## config.mk

```make
export PLATFORM = sky130hd
export DESIGN_NAME = crockford_base32_codec
export DESIGN_NICKNAME = d
export VERILOG_FILES = /design/src/design/cb32_pkg.sv /design/src/design/cb32_step.sv /design/src/design/crockford_base32_codec.sv
export SDC_FILE = /design/constraint.sdc
export NUM_CORES = 1
export LEC_CHECK = 0
export ABC_AREA = 1
export BUFFER_PORTS_ARGS = -buffer_cell sky130_fd_sc_hd__buf_2
export CAP_MARGIN = 5
export CORE_MARGIN = 3
export CORE_UTILIZATION = 40
export DETAILED_ROUTE_END_ITERATION = 16
export SLEW_MARGIN = 20
export SYNTH_ARGS = -nofsm -noshare
export SYNTH_HDL_FRONTEND = slang
export SYNTH_HIERARCHICAL = 1
export SYNTH_SLANG_ARGS = --single-unit
```

## constraint.sdc

```tcl
create_clock -name clk_i -period 7.3 [get_ports clk_i]
set_input_delay 0.365 -clock clk_i [delete_from_list [all_inputs] [get_ports clk_i]]
set_output_delay 0.365 -clock clk_i [all_outputs]
set_load 0.05 [all_outputs]
```

## src/design/cb32_pkg.sv

```systemverilog
// cb32_pkg: shared types, codes and alphabet functions for the base32 codec
// no dependencies; imported by cb32_step, crockford_base32_codec and cb32_checker
package cb32_pkg;

  typedef enum logic {
    MODE_ENCODE = 1'b0,
    MODE_DECODE = 1'b1
  } cb32_mode_e;

  localparam int unsigned MaxBeats = 3;

  typedef struct packed {
    logic [7:0] data;
    logic       last;
  } cb32_in_t;

  typedef struct packed {
    logic [7:0] value;
    logic       error;
    logic       run_last;
  } cb32_out_t;

  // all beats caused by one input item
  typedef struct packed {
    logic [1:0]                num;
    logic [MaxBeats-1:0][7:0]  val;
    logic                      err;
  } cb32_bundle_t;

  typedef struct packed {
    logic [11:0] bits;
    logic [3:0]  cnt;
    logic        skip;
  } cb32_state_t;

  localparam logic [7:0] SymTable [32] = '{
    8'h30, 8'h31, 8'h32, 8'h33, 8'h34, 8'h35, 8'h36, 8'h37,
    8'h38, 8'h39, 8'h41, 8'h42, 8'h43, 8'h44, 8'h45, 8'h46,
    8'h47, 8'h48, 8'h4A, 8'h4B, 8'h4D, 8'h4E, 8'h50, 8'h51,
    8'h52, 8'h53, 8'h54, 8'h56, 8'h57, 8'h58, 8'h59, 8'h5A
  };

  function automatic logic [7:0] sym_char(input logic [4:0] sym);
    return SymTable[sym];
  endfunction

  // {valid, index}
  function automatic logic [5:0] sym_index(input logic [7:0] ch);
    logic [7:0] idx;
    logic       ok;
    idx = 8'd0;
    ok  = 1'b1;
    case (ch) inside
      [8'h30:8'h39]: idx = ch - 8'h30;
      [8'h41:8'h48]: idx = ch - 8'h41 + 8'd10;
      [8'h4A:8'h4B]: idx = ch - 8'h4A + 8'd18;
      [8'h4D:8'h4E]: idx = ch - 8'h4D + 8'd20;
      [8'h50:8'h54]: idx = ch - 8'h50 + 8'd22;
      [8'h56:8'h5A]: idx = ch - 8'h56 + 8'd27;
      default:       ok = 1'b0;
    endcase
    return {ok, idx[4:0]};
  endfunction

endpackage

```

## src/design/cb32_step.sv

```systemverilog
// cb32_step: combinational regrouping of one item against the pending bits
// depends on cb32_pkg (types, alphabet functions)
module cb32_step import cb32_pkg::*; (
  input  cb32_mode_e   mode_i,
  input  cb32_state_t  state_i,
  input  cb32_in_t     item_i,
  output cb32_bundle_t bundle_o,
  output cb32_state_t  state_o
);

  logic [11:0] enc_acc;
  logic [3:0]  enc_cnt;
  logic        enc_two;
  logic [3:0]  enc_sh0;
  logic [3:0]  enc_sh1;
  logic [3:0]  enc_rem;
  logic [4:0]  enc_s0;
  logic [4:0]  enc_s1;
  logic [4:0]  enc_pad;
  logic        enc_do_pad;

  logic [5:0]  dec_lut;
  logic [11:0] dec_acc;
  logic [3:0]  dec_cnt;
  logic        dec_emit;
  logic [3:0]  dec_sh;
  logic [3:0]  dec_rem;

  logic [3:0]  rem;
  logic [11:0] acc;
  logic [11:0] rem_mask;

  always_comb begin
    enc_acc    = {state_i.bits[3:0], item_i.data};
    enc_cnt    = state_i.cnt + 4'd8;
    enc_two    = enc_cnt >= 4'd10;
    enc_sh0    = enc_cnt - 4'd5;
    enc_sh1    = enc_cnt - 4'd10;
    enc_s0     = 5'(enc_acc >> enc_sh0);
    enc_s1     = 5'(enc_acc >> enc_sh1);
    enc_rem    = enc_two ? enc_sh1 : enc_sh0;
    enc_pad    = 5'(enc_acc << (3'd5 - enc_rem[2:0]));
    enc_do_pad = item_i.last && (enc_rem != 4'd0);

    dec_lut  = sym_index(item_i.data);
    dec_acc  = {state_i.bits[6:0], dec_lut[4:0]};
    dec_cnt  = state_i.cnt + 4'd5;
    dec_emit = dec_cnt >= 4'd8;
    dec_sh   = dec_cnt - 4'd8;
    dec_rem  = dec_emit ? dec_sh : dec_cnt;
  end

  always_comb begin
    bundle_o = '0;
    state_o  = state_i;
    rem      = 4'd0;
    acc      = 12'd0;
    rem_mask = 12'd0;

    if (state_i.skip) begin
      state_o.skip = !item_i.last;
    end else begin
      case (mode_i)
        MODE_ENCODE: begin
          acc             = enc_acc;
          rem             = enc_rem;
          bundle_o.val[0] = sym_char(enc_s0);
          if (enc_two) begin
            bundle_o.val[1] = sym_char(enc_s1);
            bundle_o.val[2] = sym_char(enc_pad);
            bundle_o.num    = enc_do_pad ? 2'd3 : 2'd2;
          end else begin
            bundle_o.val[1] = sym_char(enc_pad);
            bundle_o.num    = enc_do_pad ? 2'd2 : 2'd1;
          end
        end
        MODE_DECODE: begin
          acc             = dec_acc;
          rem             = dec_rem;
          bundle_o.val[0] = 8'(dec_acc >> dec_sh);
          bundle_o.num    = dec_emit ? 2'd1 : 2'd0;
          if (!dec_lut[5]) begin
            bundle_o.val[0] = 8'd0;
            bundle_o.err    = 1'b1;
            bundle_o.num    = 2'd1;
            rem             = 4'd0;
            state_o.skip    = !item_i.last;
          end
        end
        default: begin
          bundle_o.num = 2'd0;
        end
      endcase

      rem_mask     = (12'd1 << rem) - 12'd1;
      state_o.bits = acc & rem_mask;
      state_o.cnt  = rem;
      if (item_i.last) begin
        state_o.bits = 12'd0;
        state_o.cnt  = 4'd0;
      end
    end
  end

endmodule

```

## src/design/crockford_base32_codec.sv

```systemverilog
// crockford_base32_codec: streaming codec between bytes and base32 characters
// depends on cb32_pkg and cb32_step
//
//  channel   direction  handshake                 payload
//  in        input      in_valid_i / in_stall_o   cb32_in_t  {data, last}
//  out       output     out_valid_o / out_stall_i cb32_out_t {value, error, run_last}
//  cfg       input      cfg_we_i                  cfg_wdata_i (mode)
//
// an item waits in the input register, then its n beats (0 to 3) leave at one
// beat per cycle, unless the output stalls, from a two-entry result queue; the
// output port sets the pace: a byte gives 1 to 3 characters, a character 0 or 1 byte
// reset clears mode, pending bits and skip flag, and empties the input register and the result queue
// a stalled output holds its beat; the input stalls only when the queue is full
module crockford_base32_codec import cb32_pkg::*; (
  input  logic      clk_i,
  input  logic      rst_ni,
  input  logic      in_valid_i,
  output logic      in_stall_o,
  input  cb32_in_t  in_data_i,
  output logic      out_valid_o,
  input  logic      out_stall_i,
  output cb32_out_t out_data_o,
  input  logic      cfg_we_i,
  input  logic      cfg_wdata_i
);

  cb32_mode_e   mode_q;
  cb32_state_t  state_q;
  cb32_state_t  state_d;
  logic         in_vld_q;
  cb32_in_t     in_q;
  cb32_bundle_t bundle;
  cb32_bundle_t queue_q [2];
  logic         wr_ptr_q;
  logic         rd_ptr_q;
  logic [1:0]   cnt_q;
  logic [1:0]   sub_q;
  cb32_bundle_t head;
  logic         in_accept;
  logic         out_accept;
  logic         pop;
  logic         push;
  logic         adv;

  cb32_step u_step (
    .mode_i   (mode_q),
    .state_i  (state_q),
    .item_i   (in_q),
    .bundle_o (bundle),
    .state_o  (state_d)
  );

  always_comb begin
    head        = queue_q[rd_ptr_q];
    out_valid_o = cnt_q != 2'd0;
    out_data_o.error    = head.err;
    out_data_o.run_last = (sub_q + 2'd1) == head.num;
    case (sub_q)
      2'd0:    out_data_o.value = head.val[0];
      2'd1:    out_data_o.value = head.val[1];
      2'd2:    out_data_o.value = head.val[2];
      default: out_data_o.value = head.val[0];
    endcase
    out_accept = out_valid_o && !out_stall_i;
    pop        = out_accept && out_data_o.run_last;
    adv        = (bundle.num == 2'd0) || (cnt_q != 2'd2) || pop;
    push       = in_vld_q && adv && (bundle.num != 2'd0);
    in_stall_o = in_vld_q && !adv;
    in_accept  = in_valid_i && !in_stall_o;
  end

  always_ff @(posedge clk_i or negedge rst_ni) begin
    if (!rst_ni) begin
      mode_q   <= MODE_ENCODE;
      state_q  <= '0;
      in_vld_q <= 1'b0;
      wr_ptr_q <= 1'b0;
      rd_ptr_q <= 1'b0;
      cnt_q    <= 2'd0;
      sub_q    <= 2'd0;
    end else begin
      if (cfg_we_i) begin
        mode_q  <= cb32_mode_e'(cfg_wdata_i);
        state_q <= '0;
      end else if (in_vld_q && adv) begin
        state_q <= state_d;
      end
      in_vld_q <= in_accept || (in_vld_q && !adv);
      if (push) begin
        wr_ptr_q <= !wr_ptr_q;
      end
      if (pop) begin
        rd_ptr_q <= !rd_ptr_q;
      end
      cnt_q <= cnt_q + {1'b0, push} - {1'b0, pop};
      if (out_accept) begin
        sub_q <= out_data_o.run_last ? 2'd0 : sub_q + 2'd1;
      end
    end
  end

  always_ff @(posedge clk_i) begin
    if (in_accept) begin
      in_q <= in_data_i;
    end
    if (push) begin
      queue_q[wr_ptr_q] <= bundle;
    end
  end

endmodule

```

==> flow_summary.json, run 1 <==
{
  "cts.sinks": 83,
  "power_mw": 3.825,
  "grt_pass1_wl_um": 31600,
  "wl_per_cell_um": 15.92,
  "worst_pin_slew_ns": 0.9748,
  "ant_nets": 0,
  "grt_max_degree": 38,
  "cts_tree": "built",
  "finalHoldViolations": 0,
  "htreeDepth": 3,
  "synthToLayoutAreaGrowth_pct": 6.182,
  "clk_pin_slew_ns": 0.07,
  "rows": 49,
  "worst-endpoint-arrival_ns": 5.27,
  "vdd_drop_max_mv": 0.1845,
  "stdcell_count": 1237,
  "drv_slew": 0,
  "layout.nets": 1060,
  "cts_made_buffers": 9,
  "ioPinCount": 27,
  "dieArea_um2": 20240,
  "drc_errors": 0,
  "syn_area_um2": 7428,
  "hold_start": "in_data_i[0]",
  "via_per_inst": 5.445,
  "fin_setup_tns_ns": 0,
  "dp.cells": 1220,
  "startpoint_type": "register",
  "grt_pass1_vias": 6142,
  "drive_gt1_share_pct": 14.88,
  "p_per_area_nw_per_um2": 484.9,
  "drt_iter0_markers": 508,
  "power_frac_comb_pct": 66.4,
  "r2r_slack_ns": 1.82,
  "skew_ns": 0.01032,
  "fmax_ghz": 0.1825,
  "maxSlewHeadroom_pct": 34.61,
  "place_congestion": 0.9312,
  "clockPowerShare_pct": 11.3,
  "track_usage_pct": 19.55,
  "power.share.sequential_pct": 22.3,
  "drt-total-wl_um": 19690,
  "clk_latency_ns": 0.35,
  "reg2reg_depth": 15,
  "grt-ovfl-total": 0,
  "synth_area_per_cell_um2": 7.414,
  "final-setup-viol-count": 0,
  "firstDrtPassIters": 5,
  "p_int_mw": 1.738,
  "synth_warnings": 6,
  "io_buffer_count": 26,
  "holdPathEnd": "in_q[0]",
  "post_dp_cell_area_um2": 7600,
  "finish.utilization_pct": 43.61,
  "grt_setup_unrepaired": "no",
  "drv_cap": 0,
  "period_minus_slack_ns": 5.479,
  "p_sw_mw": 2.087,
  "clockBufferDepth": 2,
  "preCtsSetupSlack_ns": 2.283,
  "status": "finished clean",
  "register_area_um2": 2392,
  "fin_ws_ns": 1.821,
  "hold_class": "in -> reg",
  "timing.rr.start": "state_q[2]",
  "cts_root_buf": "clkbuf_16",
  "coreArea_um2": 18090,
  "cts.repair.resized": 0,
  "timing.final.crit_share_pct": 75.06,
  "p_leak_nw": 3.521,
  "r2r-end": "queue_q[0][12]",
  "multi_input_area_um2": 4300,
  "start_util_pct": 41.07,
  "synthCells": 1002,
  "crit_type": "reg -> reg",
  "die_h_um": 142.3,
  "nFillCells": 1857,
  "p_sw_share_pct": 54.56,
  "final_area_um2": 7888,
  "diodes": 0,
  "cp_max_fo": 27,
  "whs_ns": 0.1850,
  "place_hpwl_um": 14530,
  "holdPathStages": 1,
  "required_ns": 7.09,
  "via_count": 6735,
  "antenna_found_initial": 0,
  "end_kind": "register",
  "die_w_um": 142.3
}
## cell usage in the layout, fill, tap and decap left out, types with 3 or more instances in the layout
master and instances:
nand4_1 24, buf_2 26, nor2_2 9, nand3_1 66, a31oi_1 4, inv_2 27, nand3_2 5, ha_1 42
nand2_2 18, xnor2_1 3, o21ai_1 20, xor2_1 11, clkbuf_16 9, or2_1 3, nand2_1 227, clkinv_1 4
a21oi_1 44, a21oi_2 3, o211ai_1 13, or2_2 3, nand3_4 3, dfrtp_1 20, o21ai_0 90, o21ai_2 7
edfxtp_1 63, nor3_1 4, o22ai_1 14, inv_1 86, buf_4 4, inv_6 3, nor2_1 98, nand2_4 7
## power by group through the flow
| stage | sequential (mW) | combinational, mW | clock [mW] |
|---|---|---|---|
| floorplan | 0.816 | 2.06 | 0 |
| global placement | 0.860 | 2.51 | 0 |
| detailed placement | 0.862 | 2.52 | 0 |
| CTS | 0.853 | 2.53 | 0.446 |
| global route | 0.869 | 2.81 | 0.464 |
| finish | 0.853 | 2.54 | 0.433 |
## how the worst max path moves through the flow
stage / to / cells past startpoint / start / slack [ns]
global route: queue_q[0][9] / 15 / state_q[2] / 1.23
CTS: queue_q[0][10] / 15 / state_q[2] / 2.26
finish: queue_q[0][12] / 15 / state_q[2] / 1.82
detailed placement: queue_q[0][10] / 15 / state_q[2] / 2.28
floorplan: queue_q[1][0] / 17 / state_q[1] / 3.03
global placement: queue_q[0][19] / 15 / state_q[2] / 2.44
## per-layer routing
metal / GRT usage, % / share of wire [%]
met3: 3.696 / 6.1
met2: 31.43 / 46
met1: 27.01 / 46
met4: 5.455 / 1.8
met5: 0 / 0
## critical path, stage by stage (launching register included)
cell      delay, ns
dfrtp_1        0.69
inv_1          0.29
ha_1           0.72
inv_1          0.44
nand2_1        0.16
o21ai_1        0.11
nor2_1         0.17
nand3_1        0.13
nand2_1        0.11
ha_1           0.23
a221oi_1       0.40
nor2_1         0.11
nor3_2         0.22
nand2_4        0.19
nand4_1        0.14
clkinv_1       0.77
## layout make-up
class	count	area share (%)
inverter	120	5.838
multi-input combinational	758	54.52
timing repair buffer	31	2.157
sequential	83	30.33
clock inverter	6	0.6187
tap	229	3.633
clock buffer	10	2.903
## registers in the layout, summed over array words and instances (netlist names)
register and flops:
cnt_q 2, in_q 9, in_vld_q 1, mode_q 1, queue_q 54, rd_ptr_q 1, state_q 12, sub_q 2
wr_ptr_q 1
## repair_timing
item,in CTS,in global routing
setup buffers,0,0
hold endpoints to repair,20,0
hold buffers,1,0
(Power assumes the default switching activity.)
==> inputs of run 2 (changes only) <==
- clock period: 7.3 -> 5.13 ns (I/O delays scaled with it)
==> flow_summary.json, run 2 (synthesis gave the netlist of run 1 again) <==
{
  "end_kind": "register",
  "period_minus_slack_ns": 4.147,
  "track_usage_pct": 19.66,
  "cts_hold_buf": 1,
  "status": "finished clean",
  "rows": 49,
  "r2r-end": "queue_q[0][10]",
  "firstDrtPassIters": 7,
  "htreeDepth": 3,
  "power_frac_comb_pct": 65.8,
  "grt_max_degree": 37,
  "worst_pin_slew_ns": 1.051,
  "worst-endpoint-arrival_ns": 4.07,
  "drv_slew": 0,
  "skew_ns": 0.008269,
  "p_leak_nw": 3.595,
  "place_congestion": 0.9446,
  "fmax_ghz": 0.2412,
  "drc_errors": 0,
  "power_mw": 5.561,
  "die_h_um": 142.3,
  "drv_cap": 0,
  "synthToLayoutAreaGrowth_pct": 7.630,
  "holdPathEnd": "in_q[0]",
  "hold_class": "in -> reg",
  "drt-total-wl_um": 19610,
  "timing.final.crit_share_pct": 80.83,
  "grt_pass1_vias": 6205,
  "whs_ns": 0.07336,
  "finalHoldViolations": 0,
  "diodes": 0,
  "required_ns": 5.05,
  "final_area_um2": 7995,
  "wl_per_cell_um": 15.75,
  "p_sw_mw": 2.975,
  "startpoint_type": "register",
  "drive_gt1_share_pct": 15.55,
  "dp.cells": 1228,
  "hold_start": "in_data_i[0]",
  "reg2reg_depth": 16,
  "layout.nets": 1068,
  "finish.utilization_pct": 44.21,
  "clk_latency_ns": 0.35,
  "crit_type": "reg -> reg",
  "largest_register_ff_count": 54,
  "largest_register": "queue_q",
  "top_regs": "queue_q x54, state_q x12, in_q x9",
  "layout_common_cells": "nand2_1, nor2_1, o21ai_0",
  "cts_made_buffers": 9,
  "cp_max_fo": 27,
  "vdd_drop_max_mv": 0.2617,
  "r2r_slack_ns": 0.98,
  "holdPathStages": 1,
  "post_dp_cell_area_um2": 7660,
  "power.share.sequential_pct": 21.4,
  "via_count": 6694,
  "clk_pin_slew_ns": 0.07,
  "grt-ovfl-total": 0,
  "p_sw_share_pct": 53.49,
  "final_common_cell": "nand2_1",
  "dieArea_um2": 20240,
  "fin_setup_tns_ns": 0,
  "antenna_found_initial": 0,
  "final-setup-viol-count": 0,
  "maxSlewHeadroom_pct": 29.85,
  "p_per_area_nw_per_um2": 695.5,
  "drt_iter0_markers": 464,
  "ant_nets": 0,
  "clockBufferDepth": 2,
  "stdcell_count": 1245,
  "die_w_um": 142.3,
  "cts.sinks": 83,
  "place_hpwl_um": 14580,
  "ioPinCount": 27,
  "timing.rr.start": "state_q[1]",
  "cts.repair.resized": 0,
  "grt_pass1_wl_um": 31880,
  "coreArea_um2": 18090,
  "cts_tree": "built",
  "via_per_inst": 5.377,
  "preCtsSetupSlack_ns": 0.9926,
  "io_buffer_count": 26,
  "cts_root_buf": "clkbuf_16",
  "grt_setup_unrepaired": "no",
  "start_util_pct": 41.07,
  "p_int_mw": 2.586,
  "postCtsSetupRepairBufs": 0,
  "fin_ws_ns": 0.9834,
  "clockPowerShare_pct": 12.8
}
==> run 2: changes by cell type in the layout (fill, tap and decap cells not counted) <==
cell and delta:
clkinvlp_2 -1, bufinv_16 +2, clkinvlp_4 -1, buf_4 +8
clkinv_4 +1, clkbuf_1 -1, inv_6 -1, inv_1 +1
==> run 2: worst max-delay path, cell delays in order, from the launching register on <==
cell and delay, ns:
dfrtp_1 0.39, inv_2 0.26, ha_1 0.25, xor2_2 0.35, inv_2 0.15, nand2_2 0.10
o21ai_4 0.10, nor2_1 0.15, nand3_1 0.11, nand2_1 0.09, ha_1 0.23, a221oi_1 0.41
nor2_1 0.12, nor3_2 0.23, nand2_4 0.18, nand4_1 0.13, inv_1 0.46
==> run 2: power by group through the flow <==
stage | Clock (mW) | Combinational [mW] | Sequential [mW]
3_5_place_dp | 0 | 3.64 | 1.20
3_3_place_gp | 0 | 3.62 | 1.20
5_1_grt | 0.758 | 4.06 | 1.21
2_1_floorplan | 0 | 2.93 | 1.16
4_1_cts | 0.730 | 3.65 | 1.19
6_report | 0.714 | 3.66 | 1.19
==> run 2: worst max-delay path by stage <==
stage / start / end / slack, ns / cells after the start
floorplan: state_q[1] / queue_q[1][0] / 0.86 / 17
global placement: state_q[1] / queue_q[0][20] / 1.06 / 16
detailed placement: state_q[1] / queue_q[0][20] / 0.99 / 15
CTS: state_q[1] / queue_q[0][10] / 0.97 / 16
global route: state_q[1] / queue_q[0][12] / 0.64 / 16
finish: state_q[1] / queue_q[0][10] / 0.98 / 16
==> run 2: final cells by class <==
type                       count  area [um2]
multi-input combinational    758        4300
fill                        1834       10090
inverter                     120       460.4
tap                          229       286.5
clock buffer                   9       225.2
clock inverter                 7       100.1
timing repair buffer          39       230.2
sequential                    83        2392
==> run 2: routing by layer <==
layer / vias up / global-route usage, % / wire, um
met1: 3106 / 28.03 / 9441
met5: - / 0 / 0
met4: 0 / 4.747 / 384
li1: 3381 / - / -
met3: 29 / 3.293 / 953
met2: 178 / 31.28 / 8828
